==> config.mk <==
export PLATFORM = sky130hd
export DESIGN_NAME = dpsd_ctrl
export DESIGN_NICKNAME = d
export VERILOG_FILES = /design/src/hdl/distinct_port_scan_detector_defines.svh /design/src/hdl/dpsd_pkg.sv /design/src/hdl/dpsd_ctrl.sv
export SDC_FILE = /design/constraint.sdc
export NUM_CORES = 1
export LEC_CHECK = 0
export BUFFER_PORTS_ARGS = -buffer_cell sky130_fd_sc_hd__buf_2
export CAP_MARGIN = 15
export CORE_AREA = 5 5 42 44
export CTS_BUF_LIST = sky130_fd_sc_hd__clkbuf_8
export CTS_CLUSTER_SIZE = 40
export DETAILED_ROUTE_END_ITERATION = 16
export DIE_AREA = 0 0 47 49
export PLACE_DENSITY = 0.86
export SYNTH_ARGS = -nofsm -noshare
export SYNTH_HDL_FRONTEND = slang
export SYNTH_SLANG_ARGS = --single-unit
==> constraint.sdc <==
create_clock -name clk -period 4.4 [get_ports clk]
set_input_delay 0.88 -clock clk [delete_from_list [all_inputs] [get_ports clk]]
set_output_delay 0.88 -clock clk [all_outputs]
set_load 0.05 [all_outputs]
==> src/hdl/distinct_port_scan_detector_defines.svh <==
// Assertion macros for the distinct port scan detector.
// Needs clk and rst in the scope of use.
`ifndef DISTINCT_PORT_SCAN_DETECTOR_DEFINES_SVH
`define DISTINCT_PORT_SCAN_DETECTOR_DEFINES_SVH

// same-cycle implication
`define DPSD_ASSERT_IMPL(lbl, ante, cons) \
  lbl: assert property (@(posedge clk) disable iff (rst) (ante) |-> (cons)) \
    else $error("dpsd assertion failed");

// next-cycle implication
`define DPSD_ASSERT_NEXT(lbl, ante, cons) \
  lbl: assert property (@(posedge clk) disable iff (rst) (ante) |=> (cons)) \
    else $error("dpsd assertion failed");

`endif

==> src/hdl/dpsd_pkg.sv <==
// Types and constants of the distinct port scan detector.
// No dependencies.
package dpsd_pkg;

  typedef struct packed {
    logic        kind;
    logic [31:0] src_address;
    logic [15:0] dest_port;
  } dpsd_in_t;

  typedef struct packed {
    logic [31:0] report_address;
    logic [6:0]  port_count;
    logic [1:0]  category;
    logic        overflowed;
    logic        last;
  } dpsd_out_t;

  localparam logic KIND_RECORD = 1'b0;
  localparam logic KIND_REPORT = 1'b1;

  localparam logic [1:0] CAT_NONE     = 2'd0;
  localparam logic [1:0] CAT_POSSIBLE = 2'd1;
  localparam logic [1:0] CAT_LIKELY   = 2'd2;

  localparam logic [1:0] REG_LIKELY   = 2'd0;
  localparam logic [1:0] REG_POSSIBLE = 2'd1;
  localparam logic [1:0] REG_LIMIT    = 2'd2;

  localparam logic [6:0]  LIKELY_RESET   = 7'd10;
  localparam logic [6:0]  POSSIBLE_RESET = 7'd5;
  localparam logic [15:0] LIMIT_RESET    = 16'd500;

  typedef struct packed {
    logic take_in;
    logic seen_inc;
    logic set_ovf;
    logic scan_start;
    logic scan_run;
    logic scan_port;
    logic take_hit;
    logic add_src;
    logic load_cnt;
    logic add_port;
    logic rep_start;
    logic rep_mode;
    logic rep_load;
  } dpsd_cmd_t;

  typedef struct packed {
    logic is_report;
    logic limit_hit;
    logic hit;
    logic scan_end;
    logic tbl_full;
    logic list_full;
    logic src_empty;
    logic rep_last;
    logic out_free;
  } dpsd_sts_t;

endpackage

==> src/hdl/dpsd_ctrl.sv <==
// Controller state machine of the distinct port scan detector.
// Depends on dpsd_pkg.
module dpsd_ctrl
  import dpsd_pkg::*;
(
  input  logic      clk,
  input  logic      rst,
  input  logic      in_valid,
  output logic      in_ready,
  input  dpsd_sts_t sts,
  output dpsd_cmd_t cmd
);

  typedef enum logic [7:0] {
    ST_IDLE   = 8'b0000_0001,
    ST_CHK    = 8'b0000_0010,
    ST_SSCAN  = 8'b0000_0100,
    ST_PRD    = 8'b0000_1000,
    ST_PCNT   = 8'b0001_0000,
    ST_PSCAN  = 8'b0010_0000,
    ST_REP_RD = 8'b0100_0000,
    ST_REP_WR = 8'b1000_0000
  } state_t;

  state_t state, state_next;

  always_ff @(posedge clk) begin
    if (rst) begin
      state <= ST_IDLE;
    end else begin
      state <= state_next;
    end
  end

  assign in_ready = (state == ST_IDLE);

  always_comb begin
    cmd        = '0;
    state_next = state;
    unique case (state)
      ST_IDLE: begin
        if (in_valid) begin
          cmd.take_in = 1'b1;
          if (sts.is_report) begin
            if (!sts.src_empty) begin
              cmd.rep_start = 1'b1;
              state_next    = ST_REP_RD;
            end
          end else begin
            state_next = ST_CHK;
          end
        end
      end
      ST_CHK: begin
        if (sts.limit_hit) begin
          cmd.set_ovf = 1'b1;
          state_next  = ST_IDLE;
        end else begin
          cmd.seen_inc   = 1'b1;
          cmd.scan_start = 1'b1;
          state_next     = ST_SSCAN;
        end
      end
      ST_SSCAN: begin
        cmd.scan_run = 1'b1;
        if (sts.hit) begin
          cmd.take_hit = 1'b1;
          state_next   = ST_PRD;
        end else if (sts.scan_end) begin
          if (sts.tbl_full) begin
            cmd.set_ovf = 1'b1;
            state_next  = ST_IDLE;
          end else begin
            cmd.add_src    = 1'b1;
            cmd.scan_start = 1'b1;
            state_next     = ST_PSCAN;
          end
        end
      end
      ST_PRD: begin
        state_next = ST_PCNT;
      end
      ST_PCNT: begin
        cmd.load_cnt   = 1'b1;
        cmd.scan_start = 1'b1;
        state_next     = ST_PSCAN;
      end
      ST_PSCAN: begin
        cmd.scan_run  = 1'b1;
        cmd.scan_port = 1'b1;
        if (sts.hit) begin
          state_next = ST_IDLE;
        end else if (sts.scan_end) begin
          if (sts.list_full) begin
            cmd.set_ovf = 1'b1;
          end else begin
            cmd.add_port = 1'b1;
          end
          state_next = ST_IDLE;
        end
      end
      ST_REP_RD: begin
        cmd.rep_mode = 1'b1;
        state_next   = ST_REP_WR;
      end
      ST_REP_WR: begin
        cmd.rep_mode = 1'b1;
        if (sts.out_free) begin
          cmd.rep_load = 1'b1;
          state_next   = sts.rep_last ? ST_IDLE : ST_REP_RD;
        end
      end
      default: begin
        state_next = ST_IDLE;
      end
    endcase
  end

endmodule

Word-level counts from Yosys, hierarchy flattened
Index checks and enable logic that the tools add are counted.
- $lt $le $gt $ge: 0
- $add $sub $neg: 0
- div/mod/pow operators: 0
- multipliers: 0
- bitwise operators: 0
- reduce and logical (&&, ||, !) cells: 3
- shifts and indexed selects: 0
- multiplexer cells: 44
- equality and inequality tests: 13
- operators with widths (cell ; count):
    2-to-1 mux 8 bit ; 8
    one-hot mux 8 bit (8 select lines) ; 1
    2-to-1 mux 1 bit ; 27
    inequality test 3 bit (second input constant) ; 3
    == test 8 x 1 -> 1 bit (second input constant) ; 1
    == test 8 x 2 -> 1 bit (second input constant) ; 1
    == test 8 x 3 -> 1 bit (second input constant) ; 1
    == test 8 x 4 -> 1 bit (second input constant) ; 1
    == test 8 x 5 -> 1 bit (second input constant) ; 1
    == test 8 x 6 -> 1 bit (second input constant) ; 1
    == test 8 x 7 -> 1 bit (second input constant) ; 1
    == test 8 bit (second input constant) ; 1
    2-to-1 mux 7 bit ; 1
    2-to-1 mux 2 bit ; 3
    2-to-1 mux 6 bit ; 1
    one-hot mux 1 bit (3 select lines) ; 2
    AND reduction 5 bit ; 1
    inequality test 2 bit (second input constant) ; 2
    OR reduction 2 bit ; 2
    2-to-1 mux 3 bit ; 1
- word-level logic and storage cells: 61
- output and inout bits: 14
- latch bits: 0
- bits in writable memories: 0
- bits in registers: 8
- bits of input ports: 12
- memories kept: 0
- bits in read-only memories: 0

Longest topological paths before layout
Gate-level depths: netlist of run 1.
- depth in word-level cells: 4
- gate-level depth with buffers: 5
- depth with buffers taken out: 5

Worst setup path after synthesis of run 1
OpenSTA, ideal clock, no wires.
- path type: register to output
- start: register state[2]
- end: output port cmd[2] in the netlist's numbering
- path slack: 0.179 ns
- arrival time: 3.341 ns
- data required time: 3.520 ns
- buffers on the path: 0
- cell stages (with the launch flop): 5
- path through: dfxtp_1 > or4_4 > nor4_2 > nand2_1 > nor3b_1
- RTL lines (what ; RTL line ; text):
    start, declared ; dpsd_ctrl.sv:25 ; state_t state, state_next;
    start signal, assigned ; dpsd_ctrl.sv:31 ; state <= state_next;
    end, declared ; dpsd_ctrl.sv:11 ; output dpsd_cmd_t cmd

==> impl_metrics.env, run 1 <==
export IMPL_clock_sinks=8
export IMPL_power_ir_vdd_worst_mv=0.158
export IMPL_instance_count_of_the_mapped_netlist=78
export IMPL_post_cts_repair_setup_buffers=0
export IMPL_cts_hold_buf=0
export IMPL_rr_endpoint="state[0]"
export IMPL_clkSlewWorstSetupHoldPaths_ns=0.04
export IMPL_arrival_ns=2.43
export IMPL_status="complete, no violations"
export IMPL_reg2reg_slack_ns=2.31
export IMPL_slew_headroom=0.504
export IMPL_synth_sequential_area_ratio=0.265
export IMPL_period_share=0.753
export IMPL_timing_critical_path_cells="or4_4, nor4_1, a32oi_1, a22oi_1, buf_2"
export IMPL_cp_end_kind="output pin"
export IMPL_detail_route_vias_per_cell=5.62
export IMPL_final_hold_violation_count=0
export IMPL_clockBufferDepth=2
export IMPL_async_flop_share=0
export IMPL_p_leak_nw=0.381
export IMPL_io_buf_count=25
export IMPL_route_vias_total=680
export IMPL_ff2ff_path_depth=5
export IMPL_cp_slowest_stage_delay_ns=0.60
export IMPL_mean_routed_wirelength_per_cell_um=12.3
export IMPL_tritoncts_num_buffers=3
export IMPL_power_per_cell_area_nw_per_um2=299
export IMPL_regMostFlops="state"
export IMPL_latest_clock_arrival_within_the_worst_skew_pair_ns=0.23
export IMPL_maxClockFrequency_ghz=0.302
export IMPL_synth_nets=90
export IMPL_die_w_um=47
export IMPL_track_usage=0.146
export IMPL_synthesized_area_fraction_occupied_by_xor_and_xnor_cells=0.0290
export IMPL_wirelength_um=1490
export IMPL_path_class="register to output pin"
export IMPL_postRouteAntennaNets=0
export IMPL_setup_viol=0
export IMPL_placement_rows=14
export IMPL_initial_standard_cell_utilization_of_the_core=0.431
export IMPL_drive_gt1_frac=0.305
export IMPL_clock_tree_from_tritoncts="built"
export IMPL_antenna_diode_instance_count=0
export IMPL_holdPathEnd="state[4]"
export IMPL_timing_critical_path_fanout_max=6
export IMPL_routabilityCongestion=0.786
export IMPL_slew_violations=0
export IMPL_grt_pass1_wl_um=2530
export IMPL_finalSetupTns_ns=0
export IMPL_first_global_vias=591
export IMPL_synth_area_um2=604
export IMPL_ioPinCount=26
export IMPL_area_fraction_in_compound_gates_after_synthesis=0.199
export IMPL_setup_repair_after_global_routing_missed_its_margin="no"
export IMPL_worst_hold_path_cell_count=2
export IMPL_detailed_placement_wirelength_estimate_um=1240
export IMPL_synthesis_area_per_instance_um2=7.75
export IMPL_grt_antenna_before_repair=0
export IMPL_synth_warnings=0
export IMPL_fp_dieArea_um2=2300
export IMPL_chipHeight_um=49
export IMPL_min_delay_src="state[3]"
export IMPL_ctsHtreeMaxLevel=1
export IMPL_ys_ff_latch=8
export IMPL_final_net_count=119
export IMPL_drt_first_iter_violations=17
export IMPL_critPathLaunchType="register"
export IMPL_total_power_mw=0.234
export IMPL_synth_top_family_by_area="simple AND/OR/NAND/NOR gates"
export IMPL_largest_net_degree_at_the_start_of_global_routing=9
export IMPL_drc=0
export IMPL_yosys_most_used_dff="sky130_fd_sc_hd__dfxtp_1"
export IMPL_synth_edff_count=0
export IMPL_layout_min_cycle_time_ns=3.31
export IMPL_synth_mux_area_fraction=0
export IMPL_timing_max_cap_violations=0
export IMPL_timing_critical_path_required_ns=3.52
export IMPL_post_synth_simple_gate_area=0.451
export IMPL_first_pass_iters=4
export IMPL_cts_root_buffer_cell="sky130_fd_sc_hd__clkbuf_8"
export IMPL_synthDistinctLibCells=31
export IMPL_finalClockSkew_ns=0.00269
export IMPL_worst_r2r_startpoint="state[2]"
export IMPL_max_reg_flops=8
export IMPL_cts_resized=0
export IMPL_syn2layout_area_growth_pct=29.6
export IMPL_globalRoute_totalOverflow=0
export IMPL_timing_worst_slew_pin_value_ns=0.737
export IMPL_layout_top_registers="state x8"
export IMPL_worstHoldPathType="register to register"
export IMPL_post_synth_fa_ha_maj_area_fraction=0
export IMPL_fp_coreArea_um2=1400
export IMPL_critical_path_slowest_cell="sky130_fd_sc_hd__nor4_1"
==> synthesized netlist by cell type (all sizes together), types with 2 or more instances <==
master / count / area share
dfxtp: 8 / 0.27
nor4b: 2 / 0.029
inv: 7 / 0.043
or4: 3 / 0.050
nor4: 5 / 0.062
nor2: 9 / 0.056
nand2b: 6 / 0.062
o21ai: 3 / 0.025
nand3: 2 / 0.017
and3: 2 / 0.021
nor3b: 3 / 0.037
nor3: 2 / 0.017
a21oi: 4 / 0.033
nand2: 6 / 0.037
and4b: 2 / 0.033
nor2b: 2 / 0.021
==> final cells by class <==
class / instances / area (um^2)
inverters: 7 / 26.3
fillers: 143 / 618
repair buffers: 25 / 125
clock buffers: 3 / 41.3
flip-flops and latches: 8 / 160
well taps: 16 / 20.0
multi-input cells: 62 / 410
==> how the worst max path moves through the flow <==
stage | depth (start not counted) | from | to | slack [ns]
6_report | 5 | state[2] | cmd[10] | 1.09
4_1_cts | 5 | state[2] | cmd[10] | 1.15
3_3_place_gp | 5 | state[2] | cmd[10] | 1.43
5_1_grt | 5 | state[2] | cmd[10] | 0.90
2_1_floorplan | 4 | state[2] | cmd[2] | 0.18
3_5_place_dp | 5 | state[2] | cmd[10] | 1.39
==> through the flow <==
step | hold WS (ns) | area [um^2] | util | std cells | worst slack, ns
floorplan | 0.485 | 604 | - | 78 | 0.179
global placement | 0.506 | 742 | 0.529 | 118 | 1.43
detailed placement | 0.509 | 742 | 0.529 | 118 | 1.39
CTS | 0.515 | 783 | 0.559 | 121 | 1.15
global route | 0.554 | 783 | 0.559 | 121 | 0.897
finish | 0.514 | 783 | 0.559 | 121 | 1.09
==> cell usage in the layout (no fill, tap or decap), drive strengths merged <==
| cell | instances |
|---|---|
| nand2b | 6 |
| a32oi | 1 |
| a22oi | 1 |
| nor3b | 3 |
| o21ai | 3 |
| dfxtp | 8 |
| o32ai | 1 |
| nor2b | 2 |
| and3 | 2 |
| xor2 | 1 |
| and4b | 2 |
| buf | 25 |
| nand2 | 6 |
| o211ai | 1 |
| or4 | 3 |
| nor2 | 9 |
| o21bai | 1 |
| inv | 7 |
| nand3 | 2 |
| a21oi | 4 |
| nor3 | 2 |
| a21boi | 1 |
| a2111oi | 1 |
| and2 | 1 |
| o32a | 1 |
| clkbuf | 3 |
| xnor2 | 1 |
| nor4b | 2 |
| nor4 | 5 |
==> critical path: cells and delay by family, from the launching register on <==
family | cells | cell delay, ns
flip-flops | 1 | 0.34
AO/OA/AOI/OAI | 2 | 0.39
buffers and inverters | 1 | 0.29
AND/OR/NAND/NOR | 2 | 1.19
==> cells by family after synthesis <==
| group | Yosys count |
|---|---|
| AND/OR/NAND/NOR | 45 |
| AO/OA/AOI/OAI | 15 |
| flip-flops | 8 |
| buffers and inverters | 8 |
| XOR/XNOR | 2 |
==> power by group <==
| part | leakage (nW) | switching, mW | internal [mW] |
|---|---|---|---|
| Sequential | 0.0649 | 0.00515 | 0.0765 |
| Clock | 0.0216 | 0.0264 | 0.0590 |
| Combinational | 0.294 | 0.0447 | 0.0226 |
| Total | 0.381 | 0.0762 | 0.158 |
==> routing by layer <==
| layer | up-vias | GRT usage | wire length [um] |
|---|---|---|---|
| met3 | 3 | 0.0406 | 155 |
| met1 | 303 | 0.208 | 696 |
| met2 | 26 | 0.197 | 605 |
| met4 | 0 | 0.0691 | 29 |
| met5 | - | 0 | 0 |
| li1 | 348 | - | - |
No activity file was read; power rests on OpenSTA's default activity.
==> run 2: changes to the inputs <==
==> constraint.sdc (replaced) <==
create_clock -name clk -period 3.5 [get_ports clk]
set_input_delay 0.7 -clock clk [delete_from_list [all_inputs] [get_ports clk]]
set_output_delay 0.7 -clock clk [all_outputs]
set_load 0.05 [all_outputs]
==> run 2 against run 1 <==
  * Clock power up 26%
  * Largest power group unchanged
  * Sequential share of layout area down 0.66 points
  * Total power is 30% higher
  * Final cell count rose by 0.83%
  * Clock skew shrank 0.0015 ns
  * Die area is the same
  * Largest cell class unchanged
==> impl_metrics.env, run 2 (synthesis results as in run 1) <==
export IMPL_status="complete, no violations"
export IMPL_layout_min_cycle_time_ns=2.98
export IMPL_latest_clock_arrival_within_the_worst_skew_pair_ns=0.23
export IMPL_setup_viol=0
export IMPL_slew_headroom=0.642
export IMPL_wirelength_um=1510
export IMPL_ioPinCount=26
export IMPL_cp_end_kind="output pin"
export IMPL_drive_gt1_frac=0.330
export IMPL_most_common_layout_cells="sky130_fd_sc_hd__buf_2 (25), sky130_fd_sc_hd__nor2_1 (9), sky130_fd_sc_hd__dfxtp_1 (8)"
export IMPL_fp_dieArea_um2=2300
export IMPL_timing_worst_slew_pin_value_ns=0.532
export IMPL_final_net_count=120
export IMPL_io_buf_count=25
export IMPL_finalSetupTns_ns=0
export IMPL_drc=0
export IMPL_slew_violations=0
export IMPL_clkSlewWorstSetupHoldPaths_ns=0.04
export IMPL_timing_critical_path_required_ns=2.80
export IMPL_first_global_vias=578
export IMPL_detailed_placement_wirelength_estimate_um=1250
export IMPL_tritoncts_num_buffers=3
export IMPL_grt_antenna_before_repair=0
export IMPL_cts_root_buffer_cell="sky130_fd_sc_hd__clkbuf_8"
export IMPL_worst_r2r_startpoint="state[3]"
export IMPL_finalInstanceArea_um2=810
export IMPL_globalRoute_totalOverflow=0
export IMPL_post_cts_repair_setup_buffers=0
export IMPL_p_leak_nw=0.392
export IMPL_grt_pass1_wl_um=2390
export IMPL_track_usage=0.141
export IMPL_setup_slack_ns=0.525
export IMPL_syn2layout_area_growth_pct=34.0
export IMPL_use_met3=0.0258
export IMPL_power_ir_vdd_worst_mv=0.286
export IMPL_postPlaceCellArea_um2=768
export IMPL_regMostFlops="state"
export IMPL_max_reg_flops=8
export IMPL_initial_standard_cell_utilization_of_the_core=0.431
export IMPL_timing_max_cap_violations=0
export IMPL_critPathLaunchType="register"
export IMPL_timing_critical_path_fanout_max=6
export IMPL_cp_slowest_stage_delay_ns=0.58
export IMPL_chipHeight_um=49
export IMPL_layout_top_registers="state x8"
export IMPL_route_vias_total=674
export IMPL_path_class="register to output pin"
export IMPL_hold_slack_ns=0.531
export IMPL_most_common_cell_after_layout_fill_and_taps_aside="sky130_fd_sc_hd__buf_2"
export IMPL_die_w_um=47
export IMPL_cts_resized=0
export IMPL_power_per_cell_area_nw_per_um2=375
export IMPL_antenna_diode_instance_count=0
export IMPL_mean_routed_wirelength_per_cell_um=12.4
export IMPL_clock_sinks=8
export IMPL_fp_coreArea_um2=1400
export IMPL_largest_net_degree_at_the_start_of_global_routing=9
export IMPL_crit_start="state[3]"
export IMPL_cts_hold_buf=0
export IMPL_fin_util=0.578
export IMPL_grt_most_used_layer="met2"
export IMPL_maxClockFrequency_ghz=0.336
export IMPL_final_hold_violation_count=0
export IMPL_clock_tree_from_tritoncts="built"
export IMPL_gr_usage_met2=0.204
export IMPL_worstHoldPathType="register to register"
export IMPL_min_delay_src="state[2]"
export IMPL_critical_path_slowest_cell="sky130_fd_sc_hd__or4_4"
export IMPL_routabilityCongestion=0.824
export IMPL_drt_first_iter_violations=13
export IMPL_setup_repair_after_global_routing_missed_its_margin="no"
export IMPL_ctsHtreeMaxLevel=1
export IMPL_placement_rows=14
export IMPL_timing_critical_path_cells="or4_4, nor4_1, a32oi_1, a22oi_1, buf_2"
export IMPL_detail_route_vias_per_cell=5.52
export IMPL_first_pass_iters=4
export IMPL_arrival_ns=2.28
export IMPL_period_share=0.850
export IMPL_post_place_ws_ns=0.769
export IMPL_finalClockSkew_ns=0.00121
export IMPL_clockBufferDepth=2
export IMPL_postRouteAntennaNets=0
export IMPL_grt_met1_use=0.181
-- run 2: cell types whose count changed in the layout (fill, tap and decap cells not counted), sizes merged --
cell and delta:
buf +1
-- run 2: cell type report --
type	instances	area [um^2]
tap	16	20.0
timing repair buffer	26	133
multi-input combinational	62	429
clock buffer	3	41.3
fill	144	592
inverter	7	26.3
sequential	8	160
-- run 2: through the flow --
stage	cells	power [mW]
final	122	0.304
after global routing	122	0.322
after CTS	122	0.307
after detailed placement	119	0.197
after global placement	119	0.196
after floorplan	78	0.169
-- run 2: final timing paths --
| kind | endpoint | slack, ns | depth (start not counted) |
|---|---|---|---|
| max | cmd[10] | 0.52 | 5 |
| max reg2reg | state[3] | 1.50 | 5 |
| min reg2reg | state[2] | 0.53 | 2 |
| min | state[2] | 0.53 | 2 |
-- run 2: report_power, final --
part / total [mW] / internal, mW / switching, mW
logic: 0.0928 / 0.0329 / 0.0599
registers: 0.103 / 0.0961 / 0.00688
clock network: 0.108 / 0.0742 / 0.0335
-- run 2: critical path, delay by kind of cell, from the launching register on --
| kind | cells | cell delay, ns |
|---|---|---|
| buffers and inverters | 1 | 0.29 |
| AOI/OAI and AO/OA | 2 | 0.35 |
| DFF | 1 | 0.35 |
| and+or+nand+nor | 2 | 1.07 |
-- run 2: routing by layer --
metal	vias up	share of wire
li1	343	-
met1	302	0.45
met2	24	0.44
met3	5	0.083
met4	0	0.026
met5	-	0
==> run 3: changes to the inputs <==
==> constraint.sdc (replaced) <==
create_clock -name clk -period 3.65 [get_ports clk]
set_input_delay 0.73 -clock clk [delete_from_list [all_inputs] [get_ports clk]]
set_output_delay 0.73 -clock clk [all_outputs]
set_load 0.05 [all_outputs]
==> run 3 against run 2 <==
  * Sequential share of layout area up 0.53 points
  * Critical endpoint unchanged
  * Flip-flop and latch count unchanged
  * Total power down 6.4%
  * Largest power group unchanged
  * Clock-buffer cell count unchanged
  * Highest routed layer unchanged
  * Core utilization down 1.5 points
  * Global-route usage up 0.86 points
==> impl_metrics.env, run 3 (synthesis results as in run 1) <==
export IMPL_routabilityCongestion=0.781
export IMPL_power_ir_vdd_worst_mv=0.291
export IMPL_final_hold_violation_count=0
export IMPL_maxClockFrequency_ghz=0.319
export IMPL_clkPwrFrac=0.361
export IMPL_finalSetupTns_ns=0
export IMPL_post_cts_repair_setup_buffers=0
export IMPL_p_int_mw=0.191
export IMPL_cp_end_kind="output pin"
export IMPL_syn2layout_area_growth_pct=30.4
export IMPL_pwr_share_comb=0.292
export IMPL_fillers=147
export IMPL_detail_route_vias_per_cell=5.48
export IMPL_mean_routed_wirelength_per_cell_um=12.6
export IMPL_p_leak_nw=0.383
export IMPL_detailed_placement_wirelength_estimate_um=1290
export IMPL_fin_util=0.563
export IMPL_drt_first_iter_violations=8
export IMPL_setup_viol=0
export IMPL_max_reg_flops=8
export IMPL_clkSlewWorstSetupHoldPaths_ns=0.04
export IMPL_regMostFlops="state"
export IMPL_setup_repair_after_global_routing_missed_its_margin="no"
export IMPL_clockBufferDepth=2
export IMPL_cts_resized=0
export IMPL_timing_max_cap_violations=0
export IMPL_share_of_total_power_in_sequential_cells=0.346
export IMPL_chipHeight_um=49
export IMPL_clock_sinks=8
export IMPL_first_global_vias=585
export IMPL_slew_violations=0
export IMPL_power_per_cell_area_nw_per_um2=360
export IMPL_antenna_diode_instance_count=0
export IMPL_path_class="register to output pin"
export IMPL_grt_pass1_wl_um=2470
export IMPL_ctsHtreeMaxLevel=1
export IMPL_timing_critical_path_required_ns=2.92
export IMPL_ioPinCount=26
export IMPL_netSwitchingPower_mw=0.0932
export IMPL_placement_rows=14
export IMPL_drc=0
export IMPL_cts_hold_buf=0
export IMPL_drive_gt1_frac=0.314
export IMPL_slew_headroom=0.494
export IMPL_fp_coreArea_um2=1400
export IMPL_critPathLaunchType="register"
export IMPL_postRouteAntennaNets=0
export IMPL_route_vias_total=663
export IMPL_clock_tree_from_tritoncts="built"
export IMPL_timing_worst_slew_pin_value_ns=0.753
export IMPL_period_share=0.859
export IMPL_arrival_ns=2.40
export IMPL_worstHoldPathType="register to register"
export IMPL_swShare=0.328
export IMPL_cts_root_buffer_cell="sky130_fd_sc_hd__clkbuf_8"
export IMPL_first_pass_iters=4
export IMPL_most_common_layout_cells="sky130_fd_sc_hd__buf_2 (25), sky130_fd_sc_hd__nor2_1 (9), sky130_fd_sc_hd__dfxtp_1 (8)"
export IMPL_wirelength_um=1530
export IMPL_tritoncts_num_buffers=3
export IMPL_final_net_count=119
export IMPL_status="complete, no violations"
export IMPL_grt_antenna_before_repair=0
export IMPL_initial_standard_cell_utilization_of_the_core=0.431
export IMPL_fp_dieArea_um2=2300
export IMPL_latest_clock_arrival_within_the_worst_skew_pair_ns=0.22
export IMPL_die_w_um=47
export IMPL_largest_net_degree_at_the_start_of_global_routing=9
export IMPL_finalClockSkew_ns=0.000345
export IMPL_track_usage=0.150
export IMPL_timing_critical_path_fanout_max=6
export IMPL_reg2reg_slack_ns=1.57
export IMPL_layout_min_cycle_time_ns=3.13
export IMPL_globalRoute_totalOverflow=0
export IMPL_most_common_cell_after_layout_fill_and_taps_aside="sky130_fd_sc_hd__buf_2"
export IMPL_io_buf_count=25
export IMPL_layout_top_registers="state x8"
-- run 3: cell type report --
class	instances	area [um^2]	share of cell area
sequential	8	160	0.203
inverter	7	26.3	0.0333
multi-input combinational	62	415	0.527
timing repair buffer	25	125	0.159
tap	16	20.0	0.0254
clock buffer	3	41.3	0.0524
-- run 3: critical path, stage by stage, from the launching register on --
cell	delay, ns
sky130_fd_sc_hd__dfxtp_1	0.33
sky130_fd_sc_hd__or4_4	0.59
sky130_fd_sc_hd__nor4_1	0.58
sky130_fd_sc_hd__a32oi_1	0.20
sky130_fd_sc_hd__a22oi_1	0.20
sky130_fd_sc_hd__buf_2	0.28
-- run 3: metrics by stage --
stage	std cells	power [mW]	worst slack [ns]	area [um^2]	hold slack [ns]
finish	121	0.284	0.515	788	0.517
global route	121	0.304	0.381	788	0.546
CTS	121	0.288	0.472	788	0.516
detailed placement	118	0.183	0.721	747	0.511
global placement	118	0.181	0.872	747	0.507
floorplan	78	0.159	0.0385	609	0.485
-- run 3: path summary, 6_finish.rpt --
path / from / to / cells after the start
worst max-delay path: state[2] / cmd[10] / 5
worst min-delay path: state[3] / state[4] / 2
worst max register to register: state[2] / state[0] / 5
worst min register to register: state[3] / state[4] / 2
-- run 3: layer usage --
metal | global-route usage | part of all wire | up-vias
met5 | 0 | 0 | -
met4 | 0.111 | 0.018 | 0
met3 | 0.0221 | 0.061 | 4
met2 | 0.201 | 0.43 | 24
met1 | 0.205 | 0.49 | 292
li1 | - | - | 343
-- run 3: power by group through the flow --
| stage | combinational, mW | sequential (mW) | clock [mW] |
|---|---|---|---|
| after global routing | 0.0903 | 0.0989 | 0.114 |
| after detailed placement | 0.0834 | 0.0997 | 0 |
| after floorplan | 0.0604 | 0.0984 | 0 |
| final | 0.0830 | 0.0984 | 0.103 |
| after CTS | 0.0836 | 0.0983 | 0.106 |
| after global placement | 0.0814 | 0.0995 | 0 |
